===== src/sv/lpdf_pkg.sv =====
// Shared types and constants for the lidar point decimation filter.
package lpdf_pkg;

  localparam int unsigned CFG_ADDR_W = 2;
  localparam int unsigned CFG_DATA_W = 16;

  localparam int unsigned STEP_W     = 8;
  localparam int unsigned BLIND_W    = 16;
  localparam int unsigned LINES_W    = 8;
  localparam int unsigned BLIND_SQ_W = 2 * BLIND_W;

  localparam int unsigned REFL_W = 8;
  localparam int unsigned TAG_W  = 8;
  localparam int unsigned LINE_W = 8;
  localparam int unsigned TIME_W = 32;

  localparam logic [STEP_W-1:0]  STEP_RST  = 8'd1;
  localparam logic [BLIND_W-1:0] BLIND_RST = 16'd10;
  localparam logic [LINES_W-1:0] LINES_RST = 8'd6;

  // return order lives in tag bits 5:4
  localparam int unsigned TAG_RET_LO = 4;
  localparam int unsigned TAG_RET_HI = 5;
  localparam logic [1:0]  RET_FIRST  = 2'b00;
  localparam logic [1:0]  RET_SECOND = 2'b01;

  typedef enum logic [CFG_ADDR_W-1:0] {
    CFG_STEP  = 2'd0,
    CFG_BLIND = 2'd1,
    CFG_LINES = 2'd2
  } cfg_reg_e;

  typedef struct packed {
    logic keep;     // valid point that survived decimation
    logic differs;  // differs from the stored point: the last advanced point if kept, else zero
  } lpdf_pick_t;

endpackage


===== src/sv/lpdf_square.sv =====
// Magnitude and square of one signed coordinate.
module lpdf_square #(
  parameter int unsigned COORD_BITS = 24
) (
  input  logic signed [COORD_BITS-1:0]   coord_i,
  output logic        [2*COORD_BITS-1:0] square_o
);

  logic [COORD_BITS-1:0]   mag;
  logic [2*COORD_BITS-1:0] mag_w;

  assign mag      = coord_i[COORD_BITS-1] ? (~coord_i + 1'b1) : coord_i;
  assign mag_w    = {{COORD_BITS{1'b0}}, mag};
  assign square_o = mag_w * mag_w;

endmodule


===== src/sv/lpdf_select.sv =====
// Frame reset, validity check, decimation counter and previous-point compare.
module lpdf_select #(
  parameter int unsigned COORD_BITS = 24
) (
  input  logic                           clk_i,
  input  logic                           rst_ni,
  input  logic [lpdf_pkg::STEP_W-1:0]    step_i,
  input  logic [lpdf_pkg::LINES_W-1:0]   lines_i,
  input  logic                           adv_i,
  input  logic                           frame_i,
  input  logic [COORD_BITS-1:0]          x_i,
  input  logic [COORD_BITS-1:0]          y_i,
  input  logic [COORD_BITS-1:0]          z_i,
  input  logic [lpdf_pkg::TAG_W-1:0]     tag_i,
  input  logic [lpdf_pkg::LINE_W-1:0]    line_i,
  output lpdf_pkg::lpdf_pick_t           pick_o
);
  import lpdf_pkg::*;

  logic [STEP_W-1:0]     count_q, count_d;
  logic [COORD_BITS-1:0] prev_x_q, prev_x_d;
  logic [COORD_BITS-1:0] prev_y_q, prev_y_d;
  logic [COORD_BITS-1:0] prev_z_q, prev_z_d;
  logic [1:0]            ret;
  logic                  valid;
  logic [STEP_W:0]       count_inc;
  logic                  reached;

  assign ret       = tag_i[TAG_RET_HI:TAG_RET_LO];
  assign valid     = (line_i < lines_i) && ((ret == RET_FIRST) || (ret == RET_SECOND));
  assign count_inc = {1'b0, count_q} + 1'b1;
  // a step of zero acts as one: count_inc is never below it
  assign reached   = count_inc >= {1'b0, step_i};

  always_comb begin
    count_d        = count_q;
    prev_x_d       = '0;
    prev_y_d       = '0;
    prev_z_d       = '0;
    pick_o.keep    = 1'b0;
    pick_o.differs = (x_i != prev_x_q) || (y_i != prev_y_q) || (z_i != prev_z_q);
    if (frame_i) begin
      count_d = '0;
    end else if (valid) begin
      if (reached) begin
        count_d     = '0;
        pick_o.keep = 1'b1;
        prev_x_d    = x_i;
        prev_y_d    = y_i;
        prev_z_d    = z_i;
      end else begin
        count_d = count_inc[STEP_W-1:0];
      end
    end
  end

  always_ff @(posedge clk_i or negedge rst_ni) begin
    if (!rst_ni) begin
      count_q  <= '0;
      prev_x_q <= '0;
      prev_y_q <= '0;
      prev_z_q <= '0;
    end else if (adv_i) begin
      count_q  <= count_d;
      prev_x_q <= prev_x_d;
      prev_y_q <= prev_y_d;
      prev_z_q <= prev_z_d;
    end
  end

  a_frame_clears: assert property (@(posedge clk_i) disable iff (!rst_ni)
    adv_i && frame_i |=> count_q == '0 && prev_x_q == '0 && prev_y_q == '0 && prev_z_q == '0)
    else $error("frame start did not clear selection state");

  a_count_max: assert property (@(posedge clk_i) disable iff (!rst_ni)
    count_q != {STEP_W{1'b1}})
    else $error("decimation counter overran");

endmodule


===== src/sv/lidar_point_decimate_filter.sv =====
// Lidar point decimation and blind-zone filter, top level.
// Takes one point per clock while s_axis_tready is high and gives at most one point per
// accepted point. Three registered stages carry an accepted point to the output: the input
// register, where the frame, validity, decimation and previous-point checks update the
// state; the square register, fed by three coordinate squarers; and the output register,
// loaded after the sum of squares is compared with blind_mm squared. s_axis_tready
// follows m_axis_tready through the stage valids, so a stalled output holds up to three
// points in flight. Configuration writes take effect on the next clock and are meant for
// idle periods; blind_mm squared is registered at write time.
module lidar_point_decimate_filter #(
  parameter int unsigned COORD_BITS = 24,
  localparam int unsigned IN_RAW_W  = 3 * COORD_BITS + 56,
  localparam int unsigned IN_W      = ((IN_RAW_W + 7) / 8) * 8,
  localparam int unsigned OUT_RAW_W = 3 * COORD_BITS + 40,
  localparam int unsigned OUT_W     = ((OUT_RAW_W + 7) / 8) * 8
) (
  input  logic                              clk_i,
  input  logic                              rst_ni,
  input  logic                              cfg_we_i,
  input  logic [lpdf_pkg::CFG_ADDR_W-1:0]   cfg_addr_i,
  input  logic [lpdf_pkg::CFG_DATA_W-1:0]   cfg_wdata_i,
  input  logic                              s_axis_tvalid,
  output logic                              s_axis_tready,
  // pos_x, pos_y, pos_z, reflectivity, tag, line_number, offset_time_ns, zero pad
  input  logic [IN_W-1:0]                   s_axis_tdata,
  // frame_start
  input  logic                              s_axis_tuser,
  output logic                              m_axis_tvalid,
  input  logic                              m_axis_tready,
  // out_x, out_y, out_z, intensity, time_ns, zero pad
  output logic [OUT_W-1:0]                  m_axis_tdata
);
  import lpdf_pkg::*;

  localparam int unsigned CB       = COORD_BITS;
  localparam int unsigned SQ_W     = 2 * CB;
  localparam int unsigned DIST_W   = SQ_W + 2;
  localparam int unsigned REFL_LSB = 3 * CB;
  localparam int unsigned TAG_LSB  = REFL_LSB + REFL_W;
  localparam int unsigned LINE_LSB = TAG_LSB + TAG_W;
  localparam int unsigned TIME_LSB = LINE_LSB + LINE_W;

  // configuration
  logic [STEP_W-1:0]     step_q;
  logic [LINES_W-1:0]    lines_q;
  logic [BLIND_SQ_W-1:0] blind_sq_q;
  logic [BLIND_W-1:0]    wblind;

  assign wblind = cfg_wdata_i[BLIND_W-1:0];

  always_ff @(posedge clk_i or negedge rst_ni) begin
    if (!rst_ni) begin
      step_q     <= STEP_RST;
      lines_q    <= LINES_RST;
      blind_sq_q <= BLIND_SQ_W'({{BLIND_W{1'b0}}, BLIND_RST} * {{BLIND_W{1'b0}}, BLIND_RST});
    end else if (cfg_we_i) begin
      unique case (cfg_reg_e'(cfg_addr_i))
        CFG_STEP:  step_q     <= cfg_wdata_i[STEP_W-1:0];
        CFG_BLIND: blind_sq_q <= {{BLIND_W{1'b0}}, wblind} * {{BLIND_W{1'b0}}, wblind};
        CFG_LINES: lines_q    <= cfg_wdata_i[LINES_W-1:0];
        default: ;
      endcase
    end
  end

  // stage enables
  logic v1_q, v2_q, v3_q;
  logic en1, en2, en3, adv;

  assign en3           = !v3_q || m_axis_tready;
  assign en2           = !v2_q || en3;
  assign en1           = !v1_q || en2;
  assign adv           = v1_q && en2;
  assign s_axis_tready = en1;
  assign m_axis_tvalid = v3_q;

  // stage 1: input register
  logic                  frame1_q;
  logic [CB-1:0]         x1_q, y1_q, z1_q;
  logic [REFL_W-1:0]     refl1_q;
  logic [TAG_W-1:0]      tag1_q;
  logic [LINE_W-1:0]     line1_q;
  logic [TIME_W-1:0]     time1_q;

  always_ff @(posedge clk_i or negedge rst_ni) begin
    if (!rst_ni) begin
      v1_q <= 1'b0;
    end else if (en1) begin
      v1_q <= s_axis_tvalid;
    end
  end

  always_ff @(posedge clk_i) begin
    if (en1 && s_axis_tvalid) begin
      frame1_q <= s_axis_tuser;
      x1_q     <= s_axis_tdata[CB-1:0];
      y1_q     <= s_axis_tdata[2*CB-1:CB];
      z1_q     <= s_axis_tdata[3*CB-1:2*CB];
      refl1_q  <= s_axis_tdata[REFL_LSB +: REFL_W];
      tag1_q   <= s_axis_tdata[TAG_LSB +: TAG_W];
      line1_q  <= s_axis_tdata[LINE_LSB +: LINE_W];
      time1_q  <= s_axis_tdata[TIME_LSB +: TIME_W];
    end
  end

  lpdf_pick_t pick;

  lpdf_select #(
    .COORD_BITS (CB)
  ) u_select (
    .clk_i   (clk_i),
    .rst_ni  (rst_ni),
    .step_i  (step_q),
    .lines_i (lines_q),
    .adv_i   (adv),
    .frame_i (frame1_q),
    .x_i     (x1_q),
    .y_i     (y1_q),
    .z_i     (z1_q),
    .tag_i   (tag1_q),
    .line_i  (line1_q),
    .pick_o  (pick)
  );

  logic [SQ_W-1:0] sqx, sqy, sqz;

  lpdf_square #(.COORD_BITS (CB)) u_sq_x (.coord_i (x1_q), .square_o (sqx));
  lpdf_square #(.COORD_BITS (CB)) u_sq_y (.coord_i (y1_q), .square_o (sqy));
  lpdf_square #(.COORD_BITS (CB)) u_sq_z (.coord_i (z1_q), .square_o (sqz));

  // stage 2: squares of kept points
  logic [SQ_W-1:0]   sqx2_q, sqy2_q, sqz2_q;
  logic [CB-1:0]     x2_q, y2_q, z2_q;
  logic [REFL_W-1:0] refl2_q;
  logic [TIME_W-1:0] time2_q;

  always_ff @(posedge clk_i or negedge rst_ni) begin
    if (!rst_ni) begin
      v2_q <= 1'b0;
    end else if (en2) begin
      v2_q <= v1_q && !frame1_q && pick.keep && pick.differs;
    end
  end

  always_ff @(posedge clk_i) begin
    if (en2) begin
      sqx2_q  <= sqx;
      sqy2_q  <= sqy;
      sqz2_q  <= sqz;
      x2_q    <= x1_q;
      y2_q    <= y1_q;
      z2_q    <= z1_q;
      refl2_q <= refl1_q;
      time2_q <= time1_q;
    end
  end

  // stage 3: blind-zone compare and output register
  logic [DIST_W-1:0] sum_sq;
  logic              far;

  assign sum_sq = {2'b00, sqx2_q} + {2'b00, sqy2_q} + {2'b00, sqz2_q};
  assign far    = sum_sq > {{(DIST_W - BLIND_SQ_W){1'b0}}, blind_sq_q};

  logic [OUT_RAW_W-1:0] out_q;

  always_ff @(posedge clk_i or negedge rst_ni) begin
    if (!rst_ni) begin
      v3_q <= 1'b0;
    end else if (en3) begin
      v3_q <= v2_q && far;
    end
  end

  always_ff @(posedge clk_i) begin
    if (en3 && v2_q) begin
      out_q <= {time2_q, refl2_q, z2_q, y2_q, x2_q};
    end
  end

  always_comb begin
    m_axis_tdata                = '0;
    m_axis_tdata[OUT_RAW_W-1:0] = out_q;
  end

  a_out_from_stage2: assert property (@(posedge clk_i) disable iff (!rst_ni)
    $rose(m_axis_tvalid) |-> $past(v2_q))
    else $error("output beat without a kept point behind it");

  a_stall_full: assert property (@(posedge clk_i) disable iff (!rst_ni)
    !s_axis_tready |-> v1_q && v2_q && v3_q && !m_axis_tready)
    else $error("input stalled with room in the pipeline");

endmodule

===== config.mk =====
export PLATFORM = sky130hd
export DESIGN_NAME = lidar_point_decimate_filter
export DESIGN_NICKNAME = d
export VERILOG_FILES = /design/src/sv/lpdf_pkg.sv /design/src/sv/lpdf_square.sv /design/src/sv/lpdf_select.sv /design/src/sv/lidar_point_decimate_filter.sv
export SDC_FILE = /design/constraint.sdc
export NUM_CORES = 2
export LEC_CHECK = 0
export BUFFER_PORTS_ARGS = -buffer_cell sky130_fd_sc_hd__buf_2
export CAP_MARGIN = 0
export CORE_MARGIN = 5
export CORE_UTILIZATION = 39
export DETAILED_ROUTE_END_ITERATION = 10
export GPL_TIMING_DRIVEN = 0
export SLEW_MARGIN = 0
export SYNTH_ARGS = -nofsm -noshare
export SYNTH_HDL_FRONTEND = slang
export SYNTH_HIERARCHICAL = 1
export SYNTH_SLANG_ARGS = --single-unit

===== constraint.sdc =====
create_clock -name clk_i -period 9.7 [get_ports clk_i]
set_input_delay 1.455 -clock clk_i [delete_from_list [all_inputs] [get_ports clk_i]]
set_output_delay 1.455 -clock clk_i [all_outputs]
set_load 0.005 [all_outputs]

## Word-level counts from Yosys, hierarchy flattened

Index checks and enable logic that the tools add are counted.

| operators by class | value |
|---|---|
| add/sub/neg operators | 6 |
| $mul | 4 |
| div/mod/pow operators | 0 |
| order comparisons | 3 |
| equal/unequal tests | 6 |
| shift-type cells | 0 |
| muxes and demuxes | 18 |
| bitwise logic cells | 3 |
| reductions and logical operators | 25 |

Operators with widths:

| operator | number |
|---|---|
| 24-bit two-way mux | 12 |
| 24-bit by 24-bit multiplier with 48-bit output | 3 |
| 24-bit by 1-bit adder with 24-bit output, second input constant | 3 |
| 24-bit != test | 3 |
| 24-bit NOT | 3 |
| 49-bit by 48-bit adder with 50-bit output | 1 |
| 50-bit by 32-bit greater-than comparator with 1-bit output | 1 |
| 48-bit by 48-bit adder with 49-bit output | 1 |
| 16-bit by 16-bit multiplier with 32-bit output | 1 |
| 8-bit two-way mux | 3 |
| 8-bit by 1-bit adder with 9-bit output, second input constant | 1 |
| 9-bit by 8-bit greater-or-equal comparator with 1-bit output | 1 |
| 1-bit logical AND | 8 |
| 8-bit less-than comparator | 1 |
| 2-bit AND reduction | 4 |
| 1-bit logical OR | 6 |
| 2-bit by 1-bit equality test with 1-bit output, second input constant | 2 |
| 1-bit zero test | 4 |
| 2-bit zero test | 2 |
| 1-bit two-way mux | 3 |
| 2-bit equality test, second input constant | 1 |
| 2-bit nonzero test | 1 |

| word-level totals | value |
|---|---|
| register bits after elaboration | 626 |
| bits in latches | 0 |
| bits in writable memories | 0 |
| memory bits (read-only) | 0 |
| output and inout bits | 114 |
| memories | 0 |

## Depth between registers and ports, before layout

| depth | value |
|---|---|
| depth in word-level cells | 7 |
| mapped depth | 35 |
| depth with buffers taken out | 32 |

## Hierarchy

The synthesis kept the hierarchy.

Modules (own cells, without submodules):

| module | instances | cells an instance | area each (µm²) | sequential area each (µm²) |
|---|---|---|---|---|
| lidar_point_decimate_filter | 1 | 2090 | 28835.2 | 16183.0 |
| lpdf_square (u_sq_y) | 1 | 1913 | 16703.5 | 0.0 |
| lpdf_square (u_sq_z) | 1 | 1894 | 16569.6 | 0.0 |
| lpdf_square (u_sq_x) | 1 | 1864 | 16442.0 | 0.0 |
| lpdf_select | 1 | 448 | 4739.5 | 2001.9 |

## Least setup slack after synthesis

No wires, ideal clock.

| timing path | value |
|---|---|
| path type | register -> register |
| from | register x1_q[0] |
| to | register sqx2_q[46], data pin |
| library setup time | 0.259 ns |
| data arrival time | 8.348 ns |
| slack | 1.093 ns |
| stages on the path, launching flop included | 34 |
| path buffers | 4 |
| clock period less this slack | 8.607 ns |
| cell sequence | edfxtp_1 -> clkbuf_1 -> inv_1 -> clkbuf_1 -> ha_1 -> nand4_2 -> or3_1 -> o21ai_1 -> xor2_1 -> inv_1 -> clkbuf_1 -> nand2_1 -> fa_1 -> fa_1 -> inv_1 -> fa_1 -> inv_1 -> fa_1 -> inv_1 -> fa_1 -> fa_1 -> inv_1 -> fa_1 -> inv_1 -> ha_1 -> clkbuf_1 -> a21oi_1 -> o21ai_0 -> a221o_1 -> a21oi_1 -> nor2_1 -> or3b_2 -> a41oi_1 -> xnor2_1 |

| between the ends | value |
|---|---|
| longest elaborated chain between the ends | 4 |

RTL lines:

| element | line | text |
|---|---|---|
| start, declared | lidar_point_decimate_filter.sv:79 | `logic [CB-1:0] x1_q, y1_q, z1_q;` |
| start signal, assigned | lidar_point_decimate_filter.sv:96 | `x1_q <= s_axis_tdata[CB-1:0];` |
| 24-bit NOT | lpdf_square.sv:12 | `assign mag = coord_i[COORD_BITS-1] ? (~coord_i + 1'b1) : coord_i;` |
| 24-bit by 1-bit adder with 24-bit output | lpdf_square.sv:12 |  |
| 24-bit two-way mux (*) | lpdf_square.sv:12 |  |
| 24-bit by 24-bit multiplier with 48-bit output (*) | lpdf_square.sv:14 | `assign square_o = mag_w * mag_w;` |
| named net sqx[46] | lidar_point_decimate_filter.sv:125 | `logic [SQ_W-1:0] sqx, sqy, sqz;` |
| end signal, assigned | lidar_point_decimate_filter.sv:147 | `sqx2_q <= sqx;` |
| end, declared | lidar_point_decimate_filter.sv:132 | `logic [SQ_W-1:0] sqx2_q, sqy2_q, sqz2_q;` |

The timed path passes the listed nets; every way through them passes the cells marked *.
A chain may end at the register's enable or synchronous reset.

## Worst setup path in the final report

| timing path | value |
|---|---|
| from | register x1_q[11] |
| to | register sqx2_q[47], data pin |

Same word-level chain as after synthesis.

==> Flow_metrics.wiki <==
{| class="wikitable"
! Metric !! Value
|-
| Element type at the critical path end || flop
|-
| Most common cell after layout, fill and taps aside || inv_1
|-
| CP arrival || 9.89 ns
|-
| DR iter-0 viols || between 4000 and 5000
|-
| Levels on crit path || 27
|-
| Path depth of the worst reg2reg path || 27
|-
| Total of max-cap violations || 0
|-
| Vias per Instance || 5.09
|-
| Clock skew || ~0.07 ns
|-
| Clk Latency, worst-skew pair || 0.71 ns
|-
| Upper clock frequency limit || 106 MHz
|-
| Vertical die dimension || 472 µm
|-
| Min-delay worst type || reg -> reg
|-
| Startpoint kind of the worst setup timing path || flop
|-
| Instance count along the most critical hold path || 0
|-
| Clock Sink Count || 620
|-
| FP Rows || 169
|-
| Number of I/O port buffers || 256
|-
| Share of final-layout standard cells stronger than drive strength 1 || 9.38%
|-
| Most prevalent standard cell on the critical path || fa_1
|-
| Slowest library cell on the worst path || or4_4
|-
| Via count of the first global-routing pass || 63301
|-
| Ports placed on the boundary || roughly 270
|-
| Hold Fails Final Rpt || 0
|-
| Reg-to-reg setup timing slack || 0.24 ns
|-
| Count of buffer and inverter cells on the critical path || 5
|-
| Number of instances in the synthesized netlist || 8202
|-
| CTS tree || built
|-
| Worst flop-to-flop path endpoint || sqx2_q[47]$_DFFE_PP_
|-
| Synth Cell Area || slightly above 80000 µm²
|-
| Fin Setup TNS || 0 ns
|-
| Worst setup path start || x1_q[11]$_DFFE_PP_
|-
| Horiz. Die Dim || 472 µm
|-
| Critical path class || reg -> reg
|-
| Combined flip-flop and latch cell area || 18000 µm²
|-
| Maximum number of pins on one net before global-route repair || 77
|-
| Post-synthesis area per instance || 10.1 µm²
|-
| Commonest cells after routing, fill and taps aside || inv_1, fa_1, nand2_1
|-
| Vias || 58725
|-
| Clock-pin slew on the worst setup and hold paths || around 0.06 ns
|-
| Initial cell density of the core || ~39%
|-
| Wire length after detailed routing || 241000 µm
|-
| Maximum fanout count along the critical path || 10
|-
| Final max-slew violation count || 0
|-
| Syn. warnings || 6
|-
| Area inside the core boundary || 212000 µm²
|-
| Count of fill cells added during filler insertion || 20239
|-
| Final Net Count || 10989
|-
| Slew of the pin with the lowest slew margin || around 1.3 ns
|-
| Peak per-stage delay on the critical path || 0.62 ns
|-
| Headroom to the max-slew limit || approximately 16%
|-
| DRC violations left || 0
|-
| Final critical path time including I/O delays and setup || 9.46 ns
|-
| Number of CTS-inserted buffers || 72
|-
| Final global-route overflow total || 0
|-
| Number of antenna violations at the first check in global routing || 7
|-
| Total GRT Usage || a little over a fifth
|-
| Critical Path RT || about 10 ns
|-
| Capturing instance or port of the critical path || sqx2_q[47]$_DFFE_PP_
|-
| Clock root cell || clkbuf_16
|-
| Finished Layout Cells || 11536
|-
| Wire length of the first global-routing pass || between 300000 and 400000 µm
|-
| Detailed Routing Iterations Pass 1 || 6
|-
| Result of the run || completed
|-
| Number of antenna-violating nets in the routed design || 0
|-
| Crit Reg-Reg Startpoint || x1_q[11]$_DFFE_PP_
|-
| Placed Cells || 11342
|-
| Cell family with the largest share of critical-path delay || adder cells
|-
| Footprint of the multi-input gates || 57200 µm²
|-
| Average detailed-routed wire length per instance || 20.9 µm
|-
| Final count of negative-setup-slack endpoints || 0
|-
| Fraction of the cycle the final worst path needs || about 98%
|-
| Area growth, synth to finish || 11.2%
|-
| H-tree depth || 3
|-
| DP HPWL || 199000 µm
|-
| Last weighted congestion value of the routability-driven placer || 0.949
|-
| Die Outline Area || 222000 µm²
|-
| Clock Tree Buf Depth || 3
|}
## state kept, by name (all words and copies together) (netlist names), 31 cells and up
register / cells
time2_q: 32
sqx2_q: 48
m_axis_tdata: 112
sqy2_q: 48
sqz2_q: 48
time1_q: 32
blind_sq_q: 31
## how the worst min path moves through the flow
stage	startpoint	slack, ns	to
after floorplan	x2_q[0]$_DFFE_PP_	0.40	m_axis_tdata[0]$_DFFE_PP_
after global placement	time2_q[2]$_DFFE_PP_	0.40	m_axis_tdata[82]$_DFFE_PP_
after detailed placement	time2_q[23]$_DFFE_PP_	0.40	m_axis_tdata[103]$_DFFE_PP_
after CTS	y2_q[4]$_DFFE_PP_	0.41	m_axis_tdata[28]$_DFFE_PP_
after global routing	time2_q[11]$_DFFE_PP_	0.42	m_axis_tdata[91]$_DFFE_PP_
final	x2_q[12]$_DFFE_PP_	0.41	m_axis_tdata[12]$_DFFE_PP_
## through the flow
step	setup slack, ns	hold slack [ns]	area (µm²)	util [%]
after detailed placement	-2.75	0.405	88500	41.7
after global routing	-0.0241	0.420	92300	43.5
final	0.239	0.414	92300	43.5
after floorplan	1.09	0.400	83300	-
after global placement	-2.91	0.400	88100	41.5
after CTS	0.00407	0.414	91600	43.2
## repair_timing
item,4_1_cts,5_1_grt
hold buffers,0,0
gates resized for setup,128,122
setup endpoints to repair,98,60
pin swaps,8,9
setup buffers,19,49
hold endpoints to repair,0,0
## final cells by class
cell class	count	area share, %
flip-flops and latches	620	19.5
inverters	2103	8.58
plain buffers	228	1.23
repair buffers	339	2.34
clock inverters	40	0.495
multi-input cells	5287	62.0
well taps	2821	3.82
clock buffers	92	2.10
diodes	6	0.0163
## metal layers
layer  track usage (%)  part of all wire [%]  vias to the layer above
li1                  -                     -                    26270
met1              29.3                    42                    29896
met2              35.1                    46                     2105
met3              3.62                   7.2                      450
met4              9.23                   5.0                        4
met5                 0                 0.010                        -
Power is left out: the tool's default activity adds up to more than one toggle a clock period on the data nets, which glitch-free logic cannot reach.
